File: src/rtl/lottery_slot_scheduler_defines.svh
// Assertion macros shared by the lottery slot scheduler RTL.
`ifndef LOTTERY_SLOT_SCHEDULER_DEFINES_SVH
`define LOTTERY_SLOT_SCHEDULER_DEFINES_SVH

// Same-cycle implication, sampled on aclk, off while aresetn is low.
`define LSS_ASSERT_IMP(lbl, ante, cons, msg) \
    lbl: assert property (@(posedge aclk) disable iff (!aresetn) (ante) |-> (cons)) \
        else $error(msg);

// Next-cycle implication, sampled on aclk, off while aresetn is low.
`define LSS_ASSERT_NXT(lbl, ante, cons, msg) \
    lbl: assert property (@(posedge aclk) disable iff (!aresetn) (ante) |=> (cons)) \
        else $error(msg);

`endif

File: src/rtl/lss_pkg.sv
// Shared constants, codes and types of the lottery slot scheduler.
`default_nettype none
package lss_pkg;

    localparam int NUM_SLOTS = 64;
    localparam int SLOT_W    = $clog2(NUM_SLOTS);
    localparam int CMP_W     = (SLOT_W > 6) ? SLOT_W : 6;
    localparam int TK_W      = 10;
    localparam int TOT_W     = 16;
    localparam int RND_W     = 32;
    localparam int SUM_W     = $clog2(NUM_SLOTS * 1023 + 1);
    localparam int CNT_W     = $clog2(RND_W + 1);

    // Request codes
    localparam logic [1:0] REQ_DRAW  = 2'd0;
    localparam logic [1:0] REQ_ALLOC = 2'd1;
    localparam logic [1:0] REQ_SET   = 2'd2;

    // Result status codes
    localparam logic [1:0] STAT_OK      = 2'd0;
    localparam logic [1:0] STAT_FULL    = 2'd1;
    localparam logic [1:0] STAT_NOGRANT = 2'd2;

    // Slot life states
    localparam logic [2:0] SLOT_UNUSED   = 3'd0;
    localparam logic [2:0] SLOT_EMBRYO   = 3'd1;
    localparam logic [2:0] SLOT_RUNNABLE = 3'd3;
    localparam logic [2:0] SLOT_RUNNING  = 3'd4;
    localparam logic [2:0] SLOT_ZOMBIE   = 3'd5;

    localparam logic [TK_W-1:0] TICKETS_RESET = TK_W'(100);

    // Request token that travels down the slot chain
    typedef struct packed {
        logic              valid;
        logic [1:0]        op;
        logic              done;
        logic [1:0]        status;
        logic [SLOT_W-1:0] slot;
        logic [5:0]        set_idx;
        logic [2:0]        new_state;
        logic [TK_W-1:0]   alloc_tk;
        logic [SUM_W-1:0]  target;
        logic [SUM_W-1:0]  lo;
        logic [TK_W-1:0]   sub;
    } tok_t;

    // Start request to the remainder unit
    typedef struct packed {
        logic             start;
        logic [RND_W-1:0] dividend;
        logic [TOT_W-1:0] divisor;
    } mod_req_t;

endpackage
`default_nettype wire

File: src/rtl/lss_mod.sv
// Restoring remainder unit: one quotient bit per cycle.
`default_nettype none
module lss_mod (
    input  wire logic                    aclk,
    input  wire logic                    aresetn,
    input  wire lss_pkg::mod_req_t       req,
    output logic                         done,
    output logic [lss_pkg::TOT_W-1:0]    rem
);
    import lss_pkg::*;

    logic [CNT_W-1:0] cnt_reg, cnt_next;
    logic             done_reg, done_next;
    logic [RND_W-1:0] dvd_reg, dvd_next;
    logic [TOT_W-1:0] div_reg, div_next;
    logic [TOT_W-1:0] rem_reg, rem_next;
    logic [TOT_W:0]   shifted;

    // Shift in one dividend bit and subtract when it fits
    always_comb begin
        cnt_next  = cnt_reg;
        dvd_next  = dvd_reg;
        div_next  = div_reg;
        rem_next  = rem_reg;
        done_next = 1'b0;
        shifted   = {rem_reg, dvd_reg[RND_W-1]};
        if (req.start) begin
            cnt_next = CNT_W'(RND_W);
            dvd_next = req.dividend;
            div_next = req.divisor;
            rem_next = '0;
        end else if (cnt_reg != '0) begin
            cnt_next = cnt_reg - CNT_W'(1);
            dvd_next = {dvd_reg[RND_W-2:0], 1'b0};
            if (shifted >= {1'b0, div_reg}) begin
                rem_next = TOT_W'(shifted - {1'b0, div_reg});
            end else begin
                rem_next = TOT_W'(shifted);
            end
            done_next = (cnt_reg == CNT_W'(1));
        end
    end

    always_ff @(posedge aclk) begin
        if (!aresetn) begin
            cnt_reg  <= '0;
            done_reg <= 1'b0;
        end else begin
            cnt_reg  <= cnt_next;
            done_reg <= done_next;
        end
        dvd_reg <= dvd_next;
        div_reg <= div_next;
        rem_reg <= rem_next;
    end

    assign done = done_reg;
    assign rem  = rem_reg;

endmodule
`default_nettype wire

File: config.mk
export PLATFORM = sky130hd
export DESIGN_NAME = lss_mod
export DESIGN_NICKNAME = d
export VERILOG_FILES = /design/src/rtl/lottery_slot_scheduler_defines.svh /design/src/rtl/lss_pkg.sv /design/src/rtl/lss_mod.sv
export SDC_FILE = /design/constraint.sdc
export NUM_CORES = 1
export LEC_CHECK = 0
export BUFFER_PORTS_ARGS = -buffer_cell sky130_fd_sc_hd__buf_2
export CORE_MARGIN = 4
export CORE_UTILIZATION = 40
export CTS_CLUSTER_SIZE = 20
export DETAILED_ROUTE_END_ITERATION = 16
export PLACE_DENSITY = 0.65
export SYNTH_ARGS = -nofsm -noshare
export SYNTH_HDL_FRONTEND = slang
export SYNTH_SLANG_ARGS = --single-unit
File: constraint.sdc
create_clock -name aclk -period 3.05 [get_ports aclk]
set_input_delay 0.305 -clock aclk [delete_from_list [all_inputs] [get_ports aclk]]
set_output_delay 0.305 -clock aclk [all_outputs]
set_load 0.1 [all_outputs]
==> results by stage, run 1 <==
Setup path:
- The signal arrival time at the worst endpoint is 3.01 ns.
- The required time of the worst setup path is 3.25 ns.
- The largest fanout of any net on the critical path is 4.
- The endpoint class of the critical path is a flop.
- The critical setup path kind is flop to flop.
- The kind of start point of the critical path is a flop.

Global routing:
- Entering global routing, the biggest net connects 36 pins.
- The via count of the first global-routing pass is 2,863.
- The total global routing track utilization is 0.1524.
- The first global-routing pass estimated 13,750 um of wire.
- After global routing the overflow that remains totals 0.
- The number of antenna violations at the first check in global routing was 0.

Detailed routing:
- The total routed wirelength is 8315 um.
- The first routing iteration left 98 violations.
- The mean routed wirelength per cell is 15.06 um.
- Detailed routing inserted a total of 2,875 vias.
- The remaining number of nets flagged by the antenna check after routing is 0.
- The number of search-and-repair iterations in the first detailed-routing pass is 6.
- In the routed layout, each cell is associated on average with a via count of 5.208.
- In the routed design, unresolved DRC markers number 0.

Clocking:
- The quantity of hold-fixing buffers added after cts is 0.
- The clock net in this run drives a total of 71 sinks.
- The post-cts gate resize count is 0.
- The buffer count from post-CTS setup fixing is 0.
- The maximum buffer depth of the clock tree is 2.
- Clock-pin slew was measured on the worst setup and hold paths at 0.08 ns.
- TritonCTS created 9 clock buffers.
- The insertion delay to the later sink of the worst-skew pair is 0.35 ns.
- The total number of H-tree levels is 3.
- TritonCTS built the clock tree.
- The root buffer cell chosen for the clock tree is clkbuf_8.

Timing:
- The worst hold margin is 0.1283 ns.
- The smallest clock period supported by the final layout is computed as 2.810 ns.
- Clock skew on the completed layout was measured at 0.008911 ns.
- The hold violation total from the final report is 0.
- In the finished design, the share of the clock period the worst path needs comes to 0.9215.
- The max-slew violation total from the final report is 0.
- Setup repair after global routing left no endpoint under its margin.
- The tightest slew margin relative to the limit is 0.4952.
- Static timing analysis puts the maximum clock frequency at 355.8 MHz.
- The number of failing setup endpoints in the final timing report is 0.
- After routing, the total negative slack on setup checks comes to 0 ns.
- At the pin with the least slew margin, the transition time is 0.7572 ns.

Synth:
- In this run, synthesis inferred 48 flip-flops with an integrated enable.
- After synthesis, the netlist uses 53 different library cells.
- A synthesized cell averages 11.14 um^2.
- The biggest area consumer among synthesized cells is edfxtp_1.
- Sorting the synthesized cells by how often they occur yields edfxtp_1, mux2_2, inv_1.
- The fraction of synthesis flops using an asynchronous set or reset pin is 0.
- The synthesized net count is 420.
- The most repeated cell in the gate-level netlist after synthesis is edfxtp_1.
- The cell count after synthesis is 350.
- During synthesis, Yosys emitted a total of 0 warnings.
- Sorting the synthesized cells by area gives the leading types as edfxtp_1, dfxtp_1, mux2_2.
- Of the synthesized area, sequential elements account for 0.4876.
- The synthesized design contains 71 register bits.
- The most common flop cell mapped by yosys is edfxtp_1.
- The share of synthesized area in the top cell type comes to 0.3696.
- Summing every instance area after synthesis gives 3900 um^2.

Cells and area:
- Compared with the post-synthesis result, the final layout area differs by 17.84%.
- The count of fill cells added during filler insertion is 900.
- The count of antenna diodes in the layout is 0.
- In the final layout, flip-flops and latches occupy 1902 um^2.
- The proportion of layout cells with a drive suffix above 1 is 0.2955.
- After the last flow step, the layout net total stands at 488.
- The number of flip-flops under the largest register name is 32.
- The final standard cell count with taps included and fillers excluded is 552.
- The area of the multi-input gates is 1824 um^2.

Floorplan:
- The number of top-level pins is 68.
- The effective utilization at floorplan is 0.4162.
- The die covers 11,390 um^2.
- The initialized floorplan defines 35 standard-cell rows.
- The die is 106.7 um wide.
- The vertical die dimension is 106.7 um.
- The floorplan core area is 9371 um^2.

Place:
- At the end of routability-driven placement, the weighted congestion stood at 0.8737.
- The quantity of I/O buffers inserted on ports is 67.
- Summed over all nets, the half-perimeter wirelength after detailed placement is 5972 um.
- The cell count after placement is 536.

Status:
- The flow ran to the end, and the final reports show no timing, DRC or antenna violations.

Power:
- In this run the static leakage power is 1.880 nW.
- The worst supply voltage drop on vdd is 432.2 uV.
- For this design the ratio of total power to cell area is 1033 nW/um^2.

Min path:
- The path class of the tightest hold or removal check is primary input to flop.

Run:
- The count of maximum capacitance violations is 0.
==> critical path: stages (launching register included) <==
cell,delay (ns)
edfxtp_1,0.38
inv_1,0.12
ha_1,0.18
inv_1,0.05
fa_1,0.39
a21oi_1,0.25
o211ai_1,0.13
a221oi_1,0.68
a22oi_1,0.17
xnor2_1,0.18
o221ai_1,0.13
==> final timing paths <==
| check | startpoint | to | slack [ns] | cells past startpoint |
|---|---|---|---|---|
| worst max-delay path | dvd_reg[31] | rem[12] | 0.24 | 10 |
| worst min-delay path | req[13] | div_reg[13] | 0.13 | 1 |
| worst max register to register | dvd_reg[31] | rem[12] | 0.24 | 10 |
| worst min register to register | rem[9] | rem[9] | 0.53 | 2 |
==> layout by cell type, fill, tap and decap left out, drive strengths merged, types with 5 or more instances in the layout <==
cell type / Yosys / layout
buf: 5 / 72
edfxtp: 48 / 48
mux2: 33 / 33
inv: 28 / 28
nor2: 27 / 27
dfxtp: 23 / 23
ha: 18 / 18
nand2: 17 / 17
o21ai: 17 / 17
a21oi: 16 / 16
clkbuf: 10 / 13
a211oi: 10 / 10
xnor2: 10 / 10
mux2i: 7 / 7
nand2b: 6 / 6
nor3: 6 / 6
nand3b: 6 / 6
and2: 5 / 5
==> kinds of logic after synthesis <==
| kind of cell | after synthesis | share of synthesized area |
|---|---|---|
| compound gates | 79 | 0.1498 |
| xor+xnor | 13 | 0.02919 |
| fa+ha+maj | 19 | 0.06288 |
| buf+inv | 43 | 0.04459 |
| flops | 71 | 0.4876 |
| mux | 40 | 0.1133 |
| simple gates | 85 | 0.1126 |
==> power breakdown <==
part	switching [mW]	total (mW)	internal [mW]	leakage, nW
clock network	0.357	0.844	0.486	0.108
registers	0.164	1.49	1.33	0.676
logic	1.63	2.41	0.784	1.10
==> layout make-up <==
cell class,count,area share
sequential,71,0.4138
multi-input combinational,236,0.3970
timing repair buffer,72,0.08386
tap,129,0.03512
clock buffer,13,0.03240
inverter,28,0.02287
clock inverter,3,0.01497
==> metrics by stage <==
step | power [mW] | worst slack, ns | util | instance area (um^2)
finish | 4.748 | 0.2395 | 0.4904 | 4596
global route | 5.072 | 0.04793 | 0.4904 | 4596
CTS | 4.784 | 0.2131 | 0.4904 | 4596
detailed placement | 3.919 | 0.2322 | 0.4672 | 4378
global placement | 3.887 | 0.2724 | 0.4672 | 4378
floorplan | 3.463 | 0.1118 | - | 3900
==> layer usage <==
layer / up-vias / track usage / wire (um)
met1: 1344 / 0.1909 / 3694
met3: 10 / 0.06984 / 744
met4: 0 / 0.03744 / 110
met2: 91 / 0.2397 / 3765
li1: 1430 / - / -
met5: - / 0 / 0
No activity file was read; power rests on OpenSTA's default activity.
==> run 2: changes to the inputs <==
Settings changed: REMOVE_ABC_BUFFERS set to 1.
==> run 2 against run 1 <==
Effect of this change:
- global-route usage shrank 0.69 points
- maximum frequency grew 5.9%
- final cell count is the same
- power grew 0.68%
- clock power grew 6.4%
- clock skew grew 0.0024 ns
- flip-flop and latch count is the same
- combinational power is essentially flat
- sequential power is essentially flat
- design area grew 0.11%
- largest power group unchanged
==> results by stage, run 2 (same netlist as run 1, synthesis figures left out) <==
Status:
- Run status: finished clean (unchanged).

Place:
- The post-placement cell area is 4365 um^2 (was 4378 um^2).
- The final estimated routing congestion in global placement was 0.8489 (was 0.8737).
- The quantity of I/O buffers inserted on ports is 67 (unchanged).
- The placed wire-length estimate is 5790 um (was 5972 um).

Min path:
- The depth of the worst hold-timing path was 1 (unchanged).
- The classification of the worst-slack hold path was primary input to flop (unchanged).
- The endpoint of the worst hold-timing path is div_reg[7] (was div_reg[13]).
- The startpoint of the most critical hold path is req[7] (was req[13]).

Detailed routing:
- The mean routed wirelength per cell is 14.37 um (was 15.06 um).
- The per-cell via count in the routed design is 5.159 (was 5.208).
- The post-route DRC violation count is 0 (unchanged).
- The DRC marker count from the first detailed-route iteration came to 93 (was 98).
- The total vias in the final route came to 2,848 (was 2,875).
- The number of search-and-repair iterations in the first detailed-routing pass was 4 (was 6).
- The total routed wirelength came to 7931 um (was 8315 um).
- The remaining number of nets flagged by the antenna check after routing was 0 (unchanged).

Timing:
- The tightest slew margin relative to the limit was 0.5363 (was 0.4952).
- The number of failing setup endpoints in the final timing report is 0 (unchanged).
- The post-route minimum period is 2.653 ns (was 2.810 ns).
- The setup skew after layout is 0.01136 ns (was 0.008911 ns).
- The top achievable clock speed was 377.0 MHz (was 355.8 MHz).
- The worst hold margin is 0.1314 ns (was 0.1283 ns).
- The hold violation total from the final report is 0 (unchanged).
- The final setup TNS was 0 ns (unchanged).
- Unrepaired setup endpoints after global routing: no (unchanged).
- The final clock period utilization by the worst path is 0.8697 (was 0.9215).
- The max-slew violation total from the final report was 0 (unchanged).
- The slew of the pin with the lowest slew margin is 0.6956 ns (was 0.7572 ns).

Cells and area:
- Commonest cells after routing, fill and taps aside: buf_2, edfxtp_1, mux2_2 (unchanged).
- The sequential cell area in the final layout is 1902 um^2 (unchanged).
- The final cell area excluding filler cells is 4601 um^2 (was 4596 um^2).
- The area of the multi-input gates is 1824 um^2 (unchanged).
- The number of flip-flops under the largest register name is 32 (unchanged).
- The most common cell after layout, fill and taps aside is buf_2 (unchanged).
- The number of nets in the layout was 488 (unchanged).
- The proportion of layout cells with a drive suffix above 1 is 0.2979 (was 0.2955).
- The count of fill cells added during filler insertion is 879 (was 900).
- The layout overhead on the synthesized area was 17.97% (was 17.84%).
- The count of antenna diodes in the layout is 0 (unchanged).
- The post-layout utilization of the core came to 0.4909 (was 0.4904).

Floorplan:
- The area of the die is 11,390 um^2 (unchanged).
- The width of the die is 106.7 um (unchanged).
- The vertical die dimension is 106.7 um (unchanged).
- The floorplan core area is 9371 um^2 (unchanged).
- The effective utilization at floorplan is 0.4162 (unchanged).
- The total number of placement rows came to 35 (unchanged).
- The number of top-level pins is 68 (unchanged).

Setup path:
- The endpoint class of the critical path was a flop (unchanged).
- The kind of start point of the critical path is a flop (unchanged).
- The critical setup path kind was flop to flop (unchanged).
- The reg-to-reg critical path endpoint is rem[12] (unchanged).
- The largest fanout of any net on the critical path is 4 (unchanged).
- The signal arrival time at the worst endpoint is 2.86 ns (was 3.01 ns).
- The register-to-register setup slack is 0.40 ns (was 0.24 ns).
- The cell count of the worst reg-to-reg path is 10 (unchanged).
- The startpoint of the lowest-slack register-to-register path was dvd_reg[31] (unchanged).
- The required time of the worst setup path was 3.26 ns (was 3.25 ns).

Clocking:
- The clock tree from TritonCTS is yes (unchanged).
- The number of buffers created by CTS was 9 (unchanged).
- The post-cts gate resize count is 0 (unchanged).
- The clock transition time at the flip-flop clock pins of the worst setup and hold paths is 0.08 ns (about the same).
- The total number of H-tree levels is 3 (unchanged).
- The clock tree root buffer cell is clkbuf_8 (unchanged).
- The insertion delay to the later sink of the worst-skew pair is 0.34 ns (was 0.35 ns).
- The buffer count from post-CTS setup fixing is 0 (unchanged).
- The maximum buffer depth of the clock tree is 2 (unchanged).
- The quantity of hold-fixing buffers added after cts is 0 (unchanged).
- The number of sinks driven by the clock tree is 71 (unchanged).

Power:
- The static leakage is 1.886 nW (was 1.880 nW).
- The power density over the cells came to 1039 nW/um^2 (was 1033 nW/um^2).
- The worst supply voltage drop on vdd is 452.4 uV (was 432.2 uV).

Global routing:
- The largest net degree at the start of global routing came to 33 (was 36).
- The total global routing track utilization is 0.1455 (was 0.1524).
- The remaining global-route overflow is 0 (unchanged).
- The via count of the first global-routing pass was 2,783 (was 2,863).
- The number of antenna violations at the first check in global routing is 1 (was 0).
- The first-pass GRT wire length is 13,190 um (was 13,750 um).

Run:
- The count of maximum capacitance violations came to 0 (unchanged).
-- run 2: cell count changes in the layout (fill, tap and decap cells not counted) --
| cell | before | now |
|---|---|---|
| clkinv_1 | 0 | 2 |
| buf_12 | 1 | 0 |
| bufinv_16 | 2 | 3 |
| buf_4 | 4 | 5 |
| clkbuf_1 | 3 | 0 |
| clkinv_2 | 0 | 1 |
| clkbuf_8 | 10 | 9 |
-- run 2: worst max-delay path by stage --
stage / from / endpoint / slack (ns) / cells past startpoint
floorplan: rem[0] / rem[14] / 0.03 / 7
global placement: rem[11] / rem[0] / 0.50 / 6
detailed placement: dvd_reg[31] / rem[12] / 0.40 / 10
CTS: dvd_reg[31] / rem[12] / 0.40 / 10
global route: dvd_reg[31] / rem[12] / 0.20 / 10
finish: dvd_reg[31] / rem[12] / 0.40 / 10
-- run 2: per-stage QoR --
step	cells	setup WS (ns)	power [mW]
2_1_floorplan	335	0.03394	3.417
3_3_place_gp	536	0.5017	3.870
3_5_place_dp	536	0.4012	3.902
4_1_cts	552	0.3957	4.822
5_1_grt	552	0.1961	5.106
6_report	552	0.3973	4.781
-- run 2: metal layers --
metal	track usage	routed length, um	up-vias
met5	0	13	-
met4	0.05388	114	2
met3	0.06020	647	14
met2	0.2275	3596	81
met1	0.1800	3558	1318
li1	-	-	1433
-- run 2: area by class of cell --
cell class / count / share of cell area
Sequential cell: 71 / 0.4134
Timing Repair Buffer: 72 / 0.08104
Clock inverter: 7 / 0.02420
Inverter: 28 / 0.02284
Clock buffer: 9 / 0.02692
Multi-Input combinational cell: 236 / 0.3965
Tap cell: 129 / 0.03508
-- run 2: worst max-delay path, stage by stage (launching register included) --
cell	delay, ns
edfxtp_1	0.37
inv_1	0.09
ha_1	0.16
inv_1	0.05
fa_1	0.40
a21oi_1	0.24
o211ai_1	0.13
a221oi_1	0.62
a22oi_1	0.17
xnor2_1	0.17
o221ai_1	0.12
-- run 2: report_power, final --
group	switching, mW	total [mW]	internal, mW	leakage [nW]
clock	0.360	0.898	0.538	0.118
combinational	1.61	2.39	0.782	1.09
sequential	0.164	1.49	1.33	0.676
total	2.13	4.78	2.65	1.89
==> run 3: changes to the inputs <==
Settings changed: CORE_ASPECT_RATIO set to 1.2, CORE_UTILIZATION 40 to 30, PLACE_DENSITY 0.65 to 0.53.
==> run 3 against run 2 <==
Effect of this change:
- clock skew is 0.0048 ns lower
- critical endpoint is now rem[0]
- flip-flop and latch count unchanged
- design area increased by 3.6%
- die area grew 31%
- final cell count rose by 6.7%
- register-to-register slack gained 0.05 ns
- via count grew 0.84%
- combinational power grew 3%
- global-route usage decreased by 2.4 points
- highest routed layer is now met4
- count of clock-buffer cells in the layout grew 4
==> results by stage, run 3 (same netlist as run 1, synthesis figures left out) <==
Status:
- Run status: finished clean (unchanged).

Clocking:
- The total number of H-tree levels is 3 (unchanged).
- The number of sinks driven by the clock tree is 71 (unchanged).
- The maximum buffer depth of the clock tree is 2 (unchanged).
- The post-cts gate resize count is 0 (unchanged).
- The clock tree from TritonCTS was yes (unchanged).
- The clock tree root buffer cell is clkbuf_16 (was clkbuf_8).
- The clock transition time at the flip-flop clock pins of the worst setup and hold paths came to 0.06 ns (was 0.08 ns).
- The number of buffers created by CTS was 9 (unchanged).
- The buffer count from post-CTS setup fixing is 0 (unchanged).
- The insertion delay to the later sink of the worst-skew pair was 0.33 ns (was 0.34 ns).
- The quantity of hold-fixing buffers added after cts was 0 (unchanged).

Cells and area:
- The count of fill cells added during filler insertion is 1,300 (was 879).
- The count of antenna diodes in the layout came to 0 (unchanged).
- Commonest cells after routing, fill and taps aside: buf_2, edfxtp_1, mux2_2 (unchanged).
- The most common cell after layout, fill and taps aside is buf_2 (unchanged).
- The number of flip-flops under the largest register name is 32 (unchanged).
- The proportion of layout cells with a drive suffix above 1 was 0.3012 (was 0.2979).
- The final cell area excluding filler cells is 4765 um^2 (was 4601 um^2).
- The layout overhead on the synthesized area is 22.17% (was 17.97%).
- The post-layout utilization of the core came to 0.3761 (was 0.4909).
- The number of nets in the layout is 490 (was 488).

Global routing:
- The number of antenna violations at the first check in global routing is 0 (was 1).
- The remaining global-route overflow is 0 (unchanged).
- The first-pass GRT wire length is 14,540 um (was 13,190 um).
- The total global routing track utilization is 0.1211 (was 0.1455).
- The largest net degree at the start of global routing was 47 (was 33).
- The met2 capacity usage during global routing is 0.2048 (was 0.2275).
- The via count of the first global-routing pass is 3,025 (was 2,783).
- The met1 track utilization from global routing was 0.1373 (was 0.1800).
- The busiest layer in global routing is met2 (unchanged).
- The global routing met3 resource utilization came to 0.04712 (was 0.06020).

Detailed routing:
- The per-cell via count in the routed design is 4.876 (was 5.159).
- The total vias in the final route is 2,872 (was 2,848).
- The remaining number of nets flagged by the antenna check after routing is 0 (unchanged).
- The mean routed wirelength per cell is 14.74 um (was 14.37 um).
- The post-route DRC violation count is 0 (unchanged).
- The DRC marker count from the first detailed-route iteration was 126 (was 93).
- The total routed wirelength came to 8681 um (was 7931 um).
- The number of search-and-repair iterations in the first detailed-routing pass was 4 (unchanged).

Setup path:
- The endpoint class of the critical path is a flop (unchanged).
- The kind of start point of the critical path is a flop (unchanged).
- The timing startpoint of the critical path is div_reg[9] (was dvd_reg[31]).
- The startpoint of the lowest-slack register-to-register path is div_reg[9] (was dvd_reg[31]).
- The largest fanout of any net on the critical path came to 16 (was 4).
- The required time of the worst setup path is 3.30 ns (was 3.26 ns).
- The critical setup path kind was flop to flop (unchanged).
- The signal arrival time at the worst endpoint is 2.85 ns (was 2.86 ns).

Place:
- The final estimated routing congestion in global placement is 0.8038 (was 0.8489).
- The post-placement cell area came to 4437 um^2 (was 4365 um^2).
- The quantity of I/O buffers inserted on ports was 67 (unchanged).
- The placed wire-length estimate came to 6298 um (was 5790 um).

Timing:
- The max-slew violation total from the final report was 0 (unchanged).
- The setup skew after layout is 0.006544 ns (was 0.01136 ns).
- The tightest slew margin relative to the limit was 0.5825 (was 0.5363).
- The final clock period utilization by the worst path was 0.8527 (was 0.8697).
- The hold violation total from the final report came to 0 (unchanged).
- The final setup TNS was 0 ns (unchanged).
- The number of failing setup endpoints in the final timing report was 0 (unchanged).
- Unrepaired setup endpoints after global routing: no (unchanged).
- The top achievable clock speed was 384.5 MHz (was 377.0 MHz).
- The slew of the pin with the lowest slew margin is 0.6262 ns (was 0.6956 ns).
- The post-route minimum period came to 2.601 ns (was 2.653 ns).
- The worst hold margin is 0.1463 ns (was 0.1314 ns).

Floorplan:
- The effective utilization at floorplan is 0.3079 (was 0.4162).
- The area of the die came to 14,900 um^2 (was 11,390 um^2).
- The number of top-level pins was 68 (unchanged).
- The width of the die is 112.1 um (was 106.7 um).
- The total number of placement rows is 45 (was 35).
- The floorplan core area is 12,670 um^2 (was 9371 um^2).
- The vertical die dimension is 132.9 um (was 106.7 um).

Min path:
- The classification of the worst-slack hold path is primary input to flop (unchanged).
- The startpoint of the most critical hold path is req[1] (was req[7]).

Power:
- The static leakage is 1.937 nW (was 1.886 nW).
- The power density over the cells is 1069 nW/um^2 (was 1039 nW/um^2).
- The worst supply voltage drop on vdd is 459.4 uV (was 452.4 uV).

Run:
- The count of maximum capacitance violations is 0 (unchanged).
## run 3: path summary, 6_finish.rpt
kind / end / slack, ns / depth (start not counted)
worst max register to register: rem[0] / 0.45 / 7
worst max-delay path: rem[0] / 0.45 / 7
worst min-delay path: div_reg[1] / 0.15 / 1
worst min register to register: rem[2] / 0.53 / 2
## run 3: critical path, cell delays in order (launching register included)
cell,delay (ns)
edfxtp_1,0.32
inv_1,0.04
ha_1,0.42
nand4_2,0.17
o41a_4,0.49
a31oi_4,0.48
mux2_1,0.37
a211oi_1,0.22
## run 3: layout make-up
cell class | count | area, um^2 | area share
clock buffer | 13 | 260.3 | 0.05462
clock inverter | 3 | 67.56 | 0.01418
inverter | 28 | 105.1 | 0.02206
multi-input combinational | 236 | 1824 | 0.3829
sequential | 71 | 1902 | 0.3992
tap | 164 | 205.2 | 0.04307
timing repair buffer | 74 | 400.4 | 0.08403
## run 3: through the flow
step,std cells,setup WS [ns],total power [mW]
floorplan,335,0.03394,3.417
global placement,573,0.4674,3.953
detailed placement,573,0.4365,3.972
CTS,589,0.4194,5.163
global route,589,0.2282,5.446
finish,589,0.4493,5.095
## run 3: routing by layer
metal,share of wire,up-vias
li1,-,1435
met1,0.41,1350
met2,0.50,77
met3,0.076,10
met4,0.016,0
met5,0,-
## run 3: power breakdown
group / leakage [nW] / internal (mW) / switching, mW / total [mW]
combinational: 1.11 / 0.805 / 1.64 / 2.45
clock: 0.156 / 0.762 / 0.399 / 1.16
sequential: 0.676 / 1.33 / 0.155 / 1.49
total: 1.94 / 2.90 / 2.20 / 5.09
